$ cat config.mk
export PLATFORM = sky130hd
export DESIGN_NAME = mfm_sector_encoder_top_flat
export DESIGN_NICKNAME = d
export VERILOG_FILES = /design/src/mfm_enc_pkg.sv /design/src/mfm_enc_if.sv /design/src/mfm_enc_word_sel.sv /design/src/mfm_sector_encoder_top.sv /design/src/flat_wrapper.sv
export SDC_FILE = /design/constraint.sdc
export NUM_CORES = 1
export LEC_CHECK = 0
export BUFFER_PORTS_ARGS = -buffer_cell sky130_fd_sc_hd__buf_4
export CORE_MARGIN = 5
export CORE_UTILIZATION = 37
export DETAILED_ROUTE_END_ITERATION = 7
export RECOVER_POWER = 25
export SETUP_SLACK_MARGIN = 0.2
export SLEW_MARGIN = 20
export SYNTH_ARGS = -nofsm -noshare
export SYNTH_HDL_FRONTEND = slang
export SYNTH_SLANG_ARGS = --single-unit
$ cat constraint.sdc
create_clock -name clk -period 10.45 [get_ports clk]
set_clock_uncertainty 0.2 [all_clocks]
set_input_delay 1.5675 -clock clk [delete_from_list [all_inputs] [get_ports clk]]
set_output_delay 1.5675 -clock clk [all_outputs]
set_load 0.01 [all_outputs]
$ cat src/mfm_enc_pkg.sv
package mfm_enc_pkg;

    localparam int unsigned LONGS_PER_SECTOR = 128;
    localparam int unsigned LONG_CNT_W       = 7;
    localparam int unsigned SEQ_W            = 6;
    localparam int unsigned IDX_W            = 10;

    localparam logic [15:0] FILL_WORD = 16'haaaa;
    localparam logic [15:0] SYNC_WORD = 16'h4489;
    localparam logic [31:0] EVEN_MASK = 32'h5555_5555;
    localparam logic [7:0]  HDR_FMT   = 8'hff;

    localparam logic [LONG_CNT_W-1:0] LAST_LONG = LONG_CNT_W'(LONGS_PER_SECTOR - 1);

    // Word slots of one item. Preamble slots match their sector-image index.
    localparam logic [SEQ_W-1:0] SEQ_PREAMBLE = 6'd0;
    localparam logic [SEQ_W-1:0] SEQ_DATA     = 6'd28;
    localparam logic [SEQ_W-1:0] SEQ_DATA_END = 6'd31;
    localparam logic [SEQ_W-1:0] SEQ_CKS_END  = 6'd35;

    localparam logic [IDX_W-1:0] ODD_DATA_BASE  = 10'd32;
    localparam logic [IDX_W-1:0] EVEN_DATA_BASE = 10'd288;

    typedef struct packed {
        logic [LONG_CNT_W-1:0] long_idx;
        logic [31:0]           hdr_odd;
        logic [31:0]           hdr_even;
        logic [31:0]           hdr_cks;
        logic [31:0]           data_odd;
        logic [31:0]           data_even;
        logic [31:0]           data_cks;
    } item_t;

    typedef struct packed {
        logic [IDX_W-1:0] word_index;
        logic [15:0]      mfm_word;
    } word_t;

endpackage

$ cat src/mfm_enc_if.sv
interface mfm_in_if;
    logic        valid;
    logic        ready;
    logic [7:0]  track_number;
    logic [4:0]  sector_number;
    logic [31:0] data_long;

    modport source (output valid, output track_number, output sector_number,
                    output data_long, input ready);
    modport sink   (input valid, input track_number, input sector_number,
                    input data_long, output ready);
endinterface

interface mfm_out_if;
    logic        valid;
    logic        ready;
    logic [9:0]  word_index;
    logic [15:0] mfm_word;
    logic        run_end;

    modport source (output valid, output word_index, output mfm_word,
                    output run_end, input ready);
    modport sink   (input valid, input word_index, input mfm_word,
                    input run_end, output ready);
endinterface

$ cat src/mfm_enc_word_sel.sv
module mfm_enc_word_sel (
    input  mfm_enc_pkg::item_t             item,
    input  logic [mfm_enc_pkg::SEQ_W-1:0]  seq,
    output mfm_enc_pkg::word_t             word
);

    logic [mfm_enc_pkg::IDX_W-1:0] long_ofs;
    logic [31:0]                   cks_odd;
    logic [31:0]                   hck_odd;

    // Checksum odd longs are shifted without masking.
    assign cks_odd  = item.data_cks >> 1;
    assign hck_odd  = item.hdr_cks >> 1;
    assign long_ofs = {2'b00, item.long_idx, seq[0]};

    always_comb
    begin
        word.word_index = mfm_enc_pkg::IDX_W'(seq);
        word.mfm_word   = mfm_enc_pkg::FILL_WORD;
        unique case (seq) inside
            [6'd0:6'd1]:   word.mfm_word = mfm_enc_pkg::FILL_WORD;
            [6'd2:6'd3]:   word.mfm_word = mfm_enc_pkg::SYNC_WORD;
            6'd4:          word.mfm_word = item.hdr_odd[31:16];
            6'd5:          word.mfm_word = item.hdr_odd[15:0];
            6'd6:          word.mfm_word = item.hdr_even[31:16];
            6'd7:          word.mfm_word = item.hdr_even[15:0];
            [6'd8:6'd23]:  word.mfm_word = mfm_enc_pkg::FILL_WORD;
            6'd24:         word.mfm_word = hck_odd[31:16];
            6'd25:         word.mfm_word = hck_odd[15:0];
            6'd26:         word.mfm_word = item.hdr_cks[31:16];
            6'd27:         word.mfm_word = item.hdr_cks[15:0];
            [6'd28:6'd29]:
            begin
                word.word_index = mfm_enc_pkg::ODD_DATA_BASE + long_ofs;
                word.mfm_word   = seq[0] ? item.data_odd[15:0] : item.data_odd[31:16];
            end
            [6'd30:6'd31]:
            begin
                word.word_index = mfm_enc_pkg::EVEN_DATA_BASE + long_ofs;
                word.mfm_word   = seq[0] ? item.data_even[15:0] : item.data_even[31:16];
            end
            6'd32:
            begin
                word.word_index = 10'd28;
                word.mfm_word   = cks_odd[31:16];
            end
            6'd33:
            begin
                word.word_index = 10'd29;
                word.mfm_word   = cks_odd[15:0];
            end
            6'd34:
            begin
                word.word_index = 10'd30;
                word.mfm_word   = item.data_cks[31:16];
            end
            6'd35:
            begin
                word.word_index = 10'd31;
                word.mfm_word   = item.data_cks[15:0];
            end
            default:
            begin
                word.word_index = mfm_enc_pkg::IDX_W'(seq);
                word.mfm_word   = mfm_enc_pkg::FILL_WORD;
            end
        endcase
    end

endmodule

$ cat src/mfm_sector_encoder_top.sv
// The first word of a transaction's results passes through the item register and
// then the output word register; one word is delivered per cycle unless out_ch stalls.
// Each data long yields 4 output words, the first long of a sector 32 (preamble)
// and the last 8 (data checksum), all through the single output word register.
// Reset (rst_n low, asynchronous) clears the long count, the running checksum,
// all valid flags, and sets sectors_per_track to 11.
module mfm_sector_encoder_top (
    input  logic              clk,
    input  logic              rst_n,
    input  logic              cfg_wr_en,
    input  logic [4:0]        cfg_wr_data,
    mfm_in_if.sink            in_ch,
    mfm_out_if.source         out_ch
);

    logic [4:0]                             spt_reg;
    logic [mfm_enc_pkg::LONG_CNT_W-1:0]     long_count_reg;
    logic [mfm_enc_pkg::LONG_CNT_W-1:0]     long_count_next;
    logic [31:0]                            cks_reg;
    logic [31:0]                            cks_next;

    mfm_enc_pkg::item_t                     item_reg;
    mfm_enc_pkg::item_t                     item_next;
    logic                                   item_valid_reg;
    logic [mfm_enc_pkg::SEQ_W-1:0]          seq_reg;
    logic [mfm_enc_pkg::SEQ_W-1:0]          seq_start;
    logic [mfm_enc_pkg::SEQ_W-1:0]          seq_end;

    logic                                   out_valid_reg;
    mfm_enc_pkg::word_t                     out_word_reg;
    logic                                   out_end_reg;
    mfm_enc_pkg::word_t                     sel_word;

    logic                                   out_load;
    logic                                   advance;
    logic                                   item_done;
    logic                                   in_fire;
    logic                                   first_long;
    logic [31:0]                            hdr_long;
    logic [7:0]                             gap_count;

    assign out_load  = !out_valid_reg || out_ch.ready;
    assign advance   = item_valid_reg && out_load;
    assign seq_end   = (item_reg.long_idx == mfm_enc_pkg::LAST_LONG)
                       ? mfm_enc_pkg::SEQ_CKS_END : mfm_enc_pkg::SEQ_DATA_END;
    assign item_done = seq_reg == seq_end;

    // A new transaction enters as soon as the held one hands over its last word.
    assign in_ch.ready = !item_valid_reg || (advance && item_done);
    assign in_fire     = in_ch.valid && in_ch.ready;

    assign first_long = long_count_reg == '0;
    assign seq_start  = first_long ? mfm_enc_pkg::SEQ_PREAMBLE : mfm_enc_pkg::SEQ_DATA;
    assign gap_count  = {3'b000, spt_reg} - {3'b000, in_ch.sector_number};
    assign hdr_long   = {mfm_enc_pkg::HDR_FMT, in_ch.track_number,
                         {3'b000, in_ch.sector_number}, gap_count};

    always_comb
    begin
        item_next.long_idx  = long_count_reg;
        item_next.hdr_odd   = (hdr_long >> 1) & mfm_enc_pkg::EVEN_MASK;
        item_next.hdr_even  = hdr_long & mfm_enc_pkg::EVEN_MASK;
        item_next.hdr_cks   = item_next.hdr_odd ^ item_next.hdr_even;
        item_next.data_odd  = (in_ch.data_long >> 1) & mfm_enc_pkg::EVEN_MASK;
        item_next.data_even = in_ch.data_long & mfm_enc_pkg::EVEN_MASK;
        item_next.data_cks  = (first_long ? 32'h0 : cks_reg)
                              ^ item_next.data_odd ^ item_next.data_even;

        // The long count wraps naturally at the end of a sector.
        long_count_next = long_count_reg + 1'b1;
        cks_next        = item_next.data_cks;
    end

    mfm_enc_word_sel u_word_sel (
        .item (item_reg),
        .seq  (seq_reg),
        .word (sel_word)
    );

    always_ff @(posedge clk or negedge rst_n)
    begin
        if (!rst_n)
        begin
            spt_reg        <= 5'd11;
            long_count_reg <= '0;
            cks_reg        <= '0;
            item_valid_reg <= 1'b0;
            seq_reg        <= '0;
            out_valid_reg  <= 1'b0;
        end
        else
        begin
            if (cfg_wr_en)
            begin
                spt_reg <= cfg_wr_data;
            end

            if (in_fire)
            begin
                long_count_reg <= long_count_next;
                cks_reg        <= cks_next;
                item_valid_reg <= 1'b1;
                seq_reg        <= seq_start;
            end
            else if (advance && item_done)
            begin
                item_valid_reg <= 1'b0;
            end
            else if (advance)
            begin
                seq_reg <= seq_reg + 1'b1;
            end

            if (out_load)
            begin
                out_valid_reg <= item_valid_reg;
            end
        end
    end

    always_ff @(posedge clk)
    begin
        if (in_fire)
        begin
            item_reg <= item_next;
        end
        if (advance)
        begin
            out_word_reg <= sel_word;
            out_end_reg  <= item_done;
        end
    end

    assign out_ch.valid      = out_valid_reg;
    assign out_ch.word_index = out_word_reg.word_index;
    assign out_ch.mfm_word   = out_word_reg.mfm_word;
    assign out_ch.run_end    = out_end_reg;

endmodule
$ cat src/flat_wrapper.sv
// flat-port wrapper written by rule: the top's interface ports become plain ports
module mfm_sector_encoder_top_flat 
  (clk, rst_n, cfg_wr_en, cfg_wr_data, in_ch_valid, in_ch_track_number, in_ch_sector_number, in_ch_data_long, in_ch_ready, out_ch_valid, out_ch_word_index, out_ch_mfm_word, out_ch_run_end, out_ch_ready);
  mfm_in_if in_ch_i ();
  mfm_out_if out_ch_i ();
  input  logic clk;
  input  logic rst_n;
  input  logic cfg_wr_en;
  input  logic [4:0] cfg_wr_data;
  input wire logic [$bits(in_ch_i.valid)-1:0] in_ch_valid;
  input wire logic [$bits(in_ch_i.track_number)-1:0] in_ch_track_number;
  input wire logic [$bits(in_ch_i.sector_number)-1:0] in_ch_sector_number;
  input wire logic [$bits(in_ch_i.data_long)-1:0] in_ch_data_long;
  output wire logic [$bits(in_ch_i.ready)-1:0] in_ch_ready;
  output wire logic [$bits(out_ch_i.valid)-1:0] out_ch_valid;
  output wire logic [$bits(out_ch_i.word_index)-1:0] out_ch_word_index;
  output wire logic [$bits(out_ch_i.mfm_word)-1:0] out_ch_mfm_word;
  output wire logic [$bits(out_ch_i.run_end)-1:0] out_ch_run_end;
  input wire logic [$bits(out_ch_i.ready)-1:0] out_ch_ready;
  assign in_ch_i.valid = in_ch_valid;
  assign in_ch_i.track_number = in_ch_track_number;
  assign in_ch_i.sector_number = in_ch_sector_number;
  assign in_ch_i.data_long = in_ch_data_long;
  assign in_ch_ready = in_ch_i.ready;
  assign out_ch_valid = out_ch_i.valid;
  assign out_ch_word_index = out_ch_i.word_index;
  assign out_ch_mfm_word = out_ch_i.mfm_word;
  assign out_ch_run_end = out_ch_i.run_end;
  assign out_ch_i.ready = out_ch_ready;
  mfm_sector_encoder_top u_core (.clk(clk), .rst_n(rst_n), .cfg_wr_en(cfg_wr_en), .cfg_wr_data(cfg_wr_data), .in_ch(in_ch_i), .out_ch(out_ch_i));
endmodule
* After elaboration in Yosys (flattened, before gate mapping)
Index checks and enable logic that the tools add are counted.
** Storage, ports and cells
- Memory bits (writable) :: 0
- Logic and storage cells :: 71
- Flip-flop bits (word level) :: 203
- Memories kept :: 0
- ROM bits :: 0
- Bits of input ports :: 55
- Bits in latches :: 0
- Output and inout port bits :: 29
** Operators by class
- Shift operators :: 0
- Magnitude comparators :: 6
- Equal/unequal tests :: 15
- Add/subtract/negate cells :: 5
- Divide/modulo/power cells :: 0
- $mul :: 0
- Reductions and logical operators :: 14
- Mux-type cells :: 12
- Bitwise gates (word level) :: 3
** Operator list (number)
- one-hot mux 16 bit (15 select lines) :: 1
- bitwise XOR 32 x 31 -> 32 bit :: 2
- one-hot mux 10 bit (6 select lines) :: 1
- two-way mux 32 bit :: 1
- bitwise XOR 31 bit :: 1
- two-way mux 15 bit :: 2
- == test 6 x 3 -> 1 bit (second input constant) :: 4
- == test 6 x 5 -> 1 bit (second input constant) :: 4
- == test 6 bit (second input constant) :: 4
- two-way mux 6 bit :: 4
- greater-or-equal comparator 6 x 5 -> 1 bit (second input constant) :: 2
- less-or-equal comparator 6 x 5 -> 1 bit (second input constant) :: 2
- adder 9 x 8 -> 10 bit (first input constant) :: 1
- adder 6 x 8 -> 9 bit (first input constant) :: 1
- adder 7 x 1 -> 7 bit (second input constant) :: 1
- == test 7 bit (second input constant) :: 1
- zero test 7 bit :: 1
- adder 6 x 1 -> 6 bit (second input constant) :: 1
- == test 6 bit :: 1
- greater-or-equal comparator 6 x 2 -> 1 bit (second input constant) :: 1
- less-or-equal comparator 6 x 2 -> 1 bit (second input constant) :: 1
- logical AND 1 bit :: 6
- subtractor 5 x 5 -> 6 bit :: 1
- two-way mux 5 bit :: 1
- 6 further kinds :: 10

* Logic depth before layout (Yosys ltp)
Gate-level depths: netlist of the first run.
- Word-level depth :: 8
- Mapped depth :: 10

* Modules after synthesis
Synthesis of the first run repeated with hierarchy kept, for this count alone.
** Second synthesis, totals
- Cells, all modules :: 686
- Area total of the unflattened synthesis :: 8917.3 um^2
** Modules (own cells, without submodules)
- mfm_sector_encoder_top :: times used 1, cells each 423, area each 6691.4 um^2, sequential area each 5088.6 um^2
- mfm_enc_word_sel :: times used 1, cells each 263, area each 2225.9 um^2, sequential area each 0.0 um^2

* Worst setup path before layout of the first run
Ideal clock, no wire load.
- Path kind :: input port to flip-flop
- Start point :: in out_ch_ready
- End point :: reg u_core.item_reg[0] in the netlist's numbering, enable pin
- Setup slack :: 5507 ps
- Data required time :: 9797 ps
- Stages :: 7
- Arrival time :: 4291 ps
- Setup time :: 453 ps
- Path through :: nand2b_1 > o2111ai_1 > o211a_4 > clkinv_2 > nand2_2 > buf_6 > inv_1
** On the way
- Word-level cells in the longest chain between the ends :: 5
** Ends and longest elaborated chain
- from (decl) :: line flat_wrapper.sv:19 : input wire logic [$bits(out_ch_i.ready)-1:0] out_ch_ready;
- logical OR 1 bit :: line mfm_sector_encoder_top.sv:42 : assign out_load = !out_valid_reg || out_ch.ready;
- logical AND 1 bit :: line mfm_sector_encoder_top.sv:43 : assign advance = item_valid_reg && out_load;
- logical AND 1 bit :: line mfm_sector_encoder_top.sv:49 : assign in_ch.ready = !item_valid_reg || (advance && item_done);
- logical OR 1 bit :: line mfm_sector_encoder_top.sv:49
- via in_ch_ready :: line flat_wrapper.sv:14 : output wire logic [$bits(in_ch_i.ready)-1:0] in_ch_ready;
- logical AND 1 bit :: line mfm_sector_encoder_top.sv:50 : assign in_fire = in_ch.valid && in_ch.ready;
- via u_core.in_fire :: line mfm_sector_encoder_top.sv:37 : logic in_fire;
- to (signal assigned) :: line mfm_sector_encoder_top.sv:125 : item_reg <= item_next;
- to (decl) :: line mfm_sector_encoder_top.sv:22 : mfm_enc_pkg::item_t item_reg;
The timed path passes the listed nets, and every way through them passes these cells.
A chain may end at the register's enable or synchronous reset.

* Worst setup path after layout of the first run
- Start point :: in out_ch_ready
- End point :: out in_ch_ready
** On the way
- Word-level cells in the longest chain between the ends :: 4
** Ends and longest elaborated chain (line)
- logical OR 1 bit :: mfm_sector_encoder_top.sv:42
- logical AND 1 bit :: mfm_sector_encoder_top.sv:43
- logical AND 1 bit :: mfm_sector_encoder_top.sv:49
- logical OR 1 bit :: mfm_sector_encoder_top.sv:49
- to (decl) :: flat_wrapper.sv:14
No other way between the ends.

==> results.json, run 1 <==
{
  "outcome": "finished with violations",
  "violations": "DRC, capacitance limit, slew limit",
  "largest_reg_flops": 99,
  "drive_gt1_share_pct": 17.3,
  "cts_tree": "yes",
  "worst_pin_slew_ps": 3070,
  "clock-root-buffer": "clkbuf_16",
  "diodes": 0,
  "synthTopCellsByCount": "edfxtp_1, dfrtp_1, nand2_1, xor2_1, and2_1",
  "worstHoldStart": "u_core.spt_reg[0]$_DFFE_PN1P_",
  "yosysMostFrequentCell": "edfxtp_1",
  "antenna_found_initial": 0,
  "num_io_pins": 84,
  "syn2layout_area_growth_pct": 16.6,
  "hold_class": "reg2reg",
  "critPathLaunch": "out_ch_ready",
  "min_to": "u_core.spt_reg[0]$_DFFE_PN1P_",
  "fp.dieW_um": 157,
  "layout.nets": 716,
  "place_ws_ps": 5700,
  "drc": 1,
  "min_period_ps": 4360,
  "leakage_nw": 3.60,
  "synth-xor-area-share_pct": 5.58,
  "r2r-end": "u_core.item_reg[114]$_DFFE_PP_",
  "holdWs_ps": 292,
  "ys_warn_count": 0,
  "synth-edff-count": 126,
  "initialDrtViolationCount": 483,
  "power_density_mw_per_mm2": 236,
  "setup_tns_ps": 0,
  "fillerInstances": 1881,
  "grt_pass1_wl_mm": 28.9,
  "setup_viol": 0,
  "reg2reg_depth": 7,
  "grt_pass1_vias": 5127,
  "via_count": 4955,
  "dp_hpwl_mm": 13.2,
  "synthesis.nets": 634,
  "place_inst": 901,
  "postCtsSetupBuffers": 0,
  "arrival_ps": 2590,
  "synth-main-ff-cell": "edfxtp_1",
  "gp_congestion": 0.900,
  "dieArea_mm2": 0.0246,
  "setup_ws_ps": 6090,
  "seq_area_frac_synth_pct": 63.8,
  "cts_sinks": 178,
  "grt_use_total_pct": 15.5,
  "grt_max_degree": 93,
  "clk-insertion-delay-late_ps": 430,
  "ys_ff_latch": 178,
  "r2r_slack_ps": 6460,
  "synth_top_family_by_area": "simple AND/OR/NAND/NOR gates",
  "hold_viol_final": 0,
  "max_clock_freq_mhz": 230,
  "initial_utilization_pct": 37.7,
  "path_clk_slew_ps": 60,
  "fin_cells": 934,
  "synth_top_area_share_pct": 47.4,
  "syn_avg_cell_area_um2": 14.2,
  "synth.area.top_cells": "edfxtp_1, dfrtp_1, mux2_4",
  "die_y_um": 157,
  "syn_inst": 564,
  "vias_per_cell": 5.31,
  "yosysTopAreaCell": "edfxtp_1",
  "io_buffers": 83,
  "drv_cap": 1,
  "slew_violations": 53,
  "rows": 53,
  "slew_headroom_pct": -105,
  "hold_buffers": 0,
  "path_class": "in2out",
  "wl_mm": 18.8,
  "rsz0062_at_grt": "false",
  "synth-async-reset-ratio_pct": 29.2,
  "syn_area_mm2": 0.00798,
  "cts_resized": 0,
  "wire_per_inst_um": 20.1,
  "synth_compound_area_share_pct": 8.43,
  "synth_simple_gate_area_share_pct": 11.3,
  "vdd_drop_max_mv": 0.0949,
  "startpoint_type": "primary input",
  "end_kind": "primary output",
  "ant_nets": 0,
  "synthAdderAreaFrac_pct": 2.45,
  "cts_buffer_depth": 2,
  "core_mm2": 0.0212,
  "dr.pass1.iters": 7,
  "holdPathStages": 2,
  "overflow": 0,
  "synth_mux_area_share_pct": 6.07,
  "ys_types": 66,
  "cp.required_ps": 8680,
  "cp_max_fo": 7,
  "final_util_pct": 44.0,
  "r2r_start": "u_core.seq_reg[0]$_DFFE_PN0P_",
  "fin_crit_sh_pct": 41.7,
  "cts_buffers": 17,
  "htree_num_levels": 4,
  "multi_input_area_mm2": 0.00270,
  "ff_latch_area_mm2": 0.00509
}
[cells by family (layout without fill, tap and decap cells)]
kind of cell	after synthesis	count (layout)
AO/OA/AOI/OAI	88	88
XOR/XNOR	50	50
adder cells (fa/ha/maj)	15	15
buffers and inverters	43	138
flip-flops	178	178
multiplexers	39	39
AND/OR/NAND/NOR	151	151
[worst max-delay path, cell delays in order]
cell	delay, ps
clkbuf_4	110
nand2b_1	190
o2111ai_1	160
o211a_4	250
clkinv_2	130
buf_4	170
[final cells by class]
type,count,area share [%]
Sequential cell,178,54.7
Multi-Input combinational cell,343,29.0
Timing Repair Buffer,88,5.45
Clock buffer,23,5.03
Tap cell,275,3.70
Clock inverter,9,1.43
Inverter,18,0.753
[stage by stage]
step           cell area [um2]  total power, mW
4_1_cts                   9460             2.21
5_1_grt                   9310             2.30
6_report                  9310             2.19
2_1_floorplan             7980             1.35
3_5_place_dp              8850             1.56
3_3_place_gp              8850             1.54
[where the power goes]
| group | switching [mW] | internal (mW) |
|---|---|---|
| logic | 0.298 | 0.253 |
| clock network | 0.258 | 0.389 |
| registers | 0.0922 | 0.903 |
| total | 0.648 | 1.54 |
[layout by cell type, fill, tap and decap left out, drive strengths merged, types with 4 or more instances in the layout]
cell type  netlist  routed
clkinv           1       7
and3             6       6
mux2            24      24
mux2i           15      15
nor3             4       4
nand4            7       7
edfxtp         126     126
buf             11      39
inv             17      15
nand3           13      13
a222oi           7       7
and2            24      24
nor4             5       5
o21ai           11      11
a22oi           10      10
dfrtp           49      49
a21oi           12      12
nor2b           19      19
ha              14      14
a32oi           10      10
nor2             7       7
or3              5       5
xnor2           23      23
nand2           41      41
nand3b           7       7
a21o             5       5
a32o             7       7
nor4b            4       4
xor2            27      27
clkbuf          14      72
[layer usage]
metal | global-route usage [%] | wire (um) | vias to the layer above
met4 | 5.95 | 464 | 0
met3 | 3.73 | 1320 | 38
met1 | 19.5 | 7510 | 2429
met2 | 25.8 | 9480 | 211
met5 | 0 | 0 | -
li1 | - | - | 2277
[how the worst max path moves through the flow]
stage	to	slack, ps	cells past startpoint
5_1_grt	u_core.cks_reg[1]$_DFFE_PN0P_	5720	1
4_1_cts	in_ch_ready	5650	5
3_3_place_gp	u_core.item_reg[104]$_DFFE_PP_	5910	7
2_1_floorplan	u_core.item_reg[0]$_DFFE_PP_	5510	7
3_5_place_dp	u_core.item_reg[106]$_DFFE_PP_	5700	7
6_report	in_ch_ready	6090	6
Power figures use the tool's default switching activity.
==> run 2, diff against run 1 <==
==> constraint.sdc (replaced) <==
create_clock -name clk -period 3.8 [get_ports clk]
set_clock_uncertainty 0.2 [all_clocks]
set_input_delay 0.57 -clock clk [delete_from_list [all_inputs] [get_ports clk]]
set_output_delay 0.57 -clock clk [all_outputs]
set_load 0.01 [all_outputs]
==> results.json, run 2 (same netlist as run 1, synthesis figures left out) <==
{
  "overflow": 0,
  "drive_gt1_share_pct": 19.4,
  "grt_pass1_wl_mm": 30.6,
  "cp.required_ps": 3710,
  "power_mw": 6.00,
  "core_mm2": 0.0212,
  "antenna_found_initial": 0,
  "power_density_mw_per_mm2": 638,
  "layout.nets": 727,
  "power_frac_seq_pct": 45.2,
  "drc": 0,
  "p_int_mw": 4.11,
  "arrival_ps": 2870,
  "grt_max_degree": 53,
  "p_clk_share_pct": 28.5,
  "fp.dieW_um": 157,
  "drv_cap": 1,
  "layout_common_cells": "edfxtp_1, buf_4, dfrtp_1",
  "slowest_delay_ps": 540,
  "cts_resized": 0,
  "vias_per_cell": 5.30,
  "switching_share_pct": 31.6,
  "fillerInstances": 1910,
  "initial_utilization_pct": 37.7,
  "hold_class": "in2reg",
  "path_class": "reg2reg",
  "via_count": 5013,
  "fin_crit_sh_pct": 77.9,
  "slew_violations": 53,
  "crit_chain": "nor4b_4, nand4_2, o211a_4, clkinv_2, nand2_2, clkinvlp_4, buf_4",
  "p_comb_share_pct": 26.3,
  "grt_use_total_pct": 16.6,
  "vdd_drop_max_mv": 0.330,
  "cp_top_family": "buffers and inverters",
  "rsz0062_at_grt": "false",
  "min_period_ps": 2960,
  "cp_max_fo": 23,
  "clock-root-buffer": "clkbuf_16",
  "place_ws_ps": 836,
  "final_common_cell": "edfxtp_1",
  "setup_ws_ps": 838,
  "postCtsSetupBuffers": 0,
  "ant_nets": 0,
  "rows": 53,
  "outcome": "finished with violations",
  "gp_congestion": 0.900,
  "startpoint_type": "register",
  "largest_reg_flops": 99,
  "path_clk_slew_ps": 70,
  "dr.pass1.iters": 6,
  "syn2layout_area_growth_pct": 17.8,
  "cts_sinks": 178,
  "initialDrtViolationCount": 491,
  "setup_viol": 0,
  "cp.buffers_inverters": 3,
  "holdWs_ps": 152,
  "end_kind": "register",
  "cts_buffer_depth": 2,
  "cts_tree": "yes",
  "cts_buffers": 17,
  "leakage_nw": 3.67,
  "hold_buffers": 0,
  "dp_hpwl_mm": 14.4,
  "wl_mm": 19.8,
  "setup_tns_ps": 0,
  "htree_num_levels": 4,
  "dieArea_mm2": 0.0246,
  "hold_viol_final": 0,
  "worst_pin_slew_ps": 1510,
  "slew_headroom_pct": -0.802,
  "violations": "capacitance limit, slew limit",
  "p_switching_mw": 1.90,
  "die_y_um": 157,
  "num_io_pins": 84,
  "io_buffers": 83,
  "wire_per_inst_um": 20.9,
  "grt_pass1_vias": 5290,
  "crit_slowest_cell": "dfrtp_1",
  "max_clock_freq_mhz": 338,
  "clk-insertion-delay-late_ps": 430
}
-- run 2: worst paths after layout --
check | end | slack [ps] | startpoint | cells after the start
setup / recovery | u_core.item_reg[0]$_DFFE_PP_ | 840 | u_core.seq_reg[3]$_DFFE_PN0P_ | 7
hold / removal | u_core.item_reg[54]$_DFFE_PP_ | 150 | in_ch_data_long[22] | 1
setup reg to reg | u_core.item_reg[0]$_DFFE_PP_ | 840 | u_core.seq_reg[3]$_DFFE_PN0P_ | 7
hold reg to reg | u_core.cks_reg[17]$_DFFE_PN0P_ | 300 | u_core.cks_reg[17]$_DFFE_PN0P_ | 1
max in group asynchronous | u_core.long_count_reg[3]$_DFFE_PN0P_ | 2170 | rst_n | 1
min in group asynchronous | u_core.cks_reg[19]$_DFFE_PN0P_ | 310 | rst_n | 1
-- run 2: stage by stage --
step	utilization, %	cells	area (um2)
5_1_grt	44.4	945	9400
3_5_place_dp	42.4	913	8970
4_1_cts	45.2	945	9560
3_3_place_gp	42.4	913	8970
6_report	44.4	946	9400
2_1_floorplan	-	564	7990
-- run 2: layer usage --
layer / global-route usage (%) / vias up / share of wire, %
li1: - / 2308 / -
met1: 21.2 / 2482 / 42
met2: 27.0 / 186 / 49
met3: 4.45 / 37 / 6.0
met4: 6.65 / 0 / 2.8
met5: 0 / - / 0
-- run 2: worst register-to-register path: cells and delay by family, from the launching register on --
family                 cells  cell delay (ps)
AOI/OAI and AO/OA          1              300
buffers and inverters      3              900
DFF                        1              540
and+or+nand+nor            3              710
-- run 2: cell type report --
class / instances / area (um2) / area share [%]
inverter: 18 / 72.6 / 0.772
multi-input combinational: 343 / 2700 / 28.7
clock buffer: 18 / 450 / 4.79
clock inverter: 14 / 138 / 1.46
sequential: 178 / 5090 / 54.1
antenna: 1 / 2.50 / 0.0266
tap: 275 / 344 / 3.66
timing repair buffer: 99 / 608 / 6.47
-- run 2: power groups by stage --
stage | logic, mW | registers (mW) | clock network [mW]
floorplan | 1.01 | 2.70 | 0
global placement | 1.57 | 2.74 | 0
detailed placement | 1.59 | 2.75 | 0
CTS | 1.60 | 2.72 | 1.76
global route | 1.71 | 2.75 | 1.84
finish | 1.58 | 2.72 | 1.71
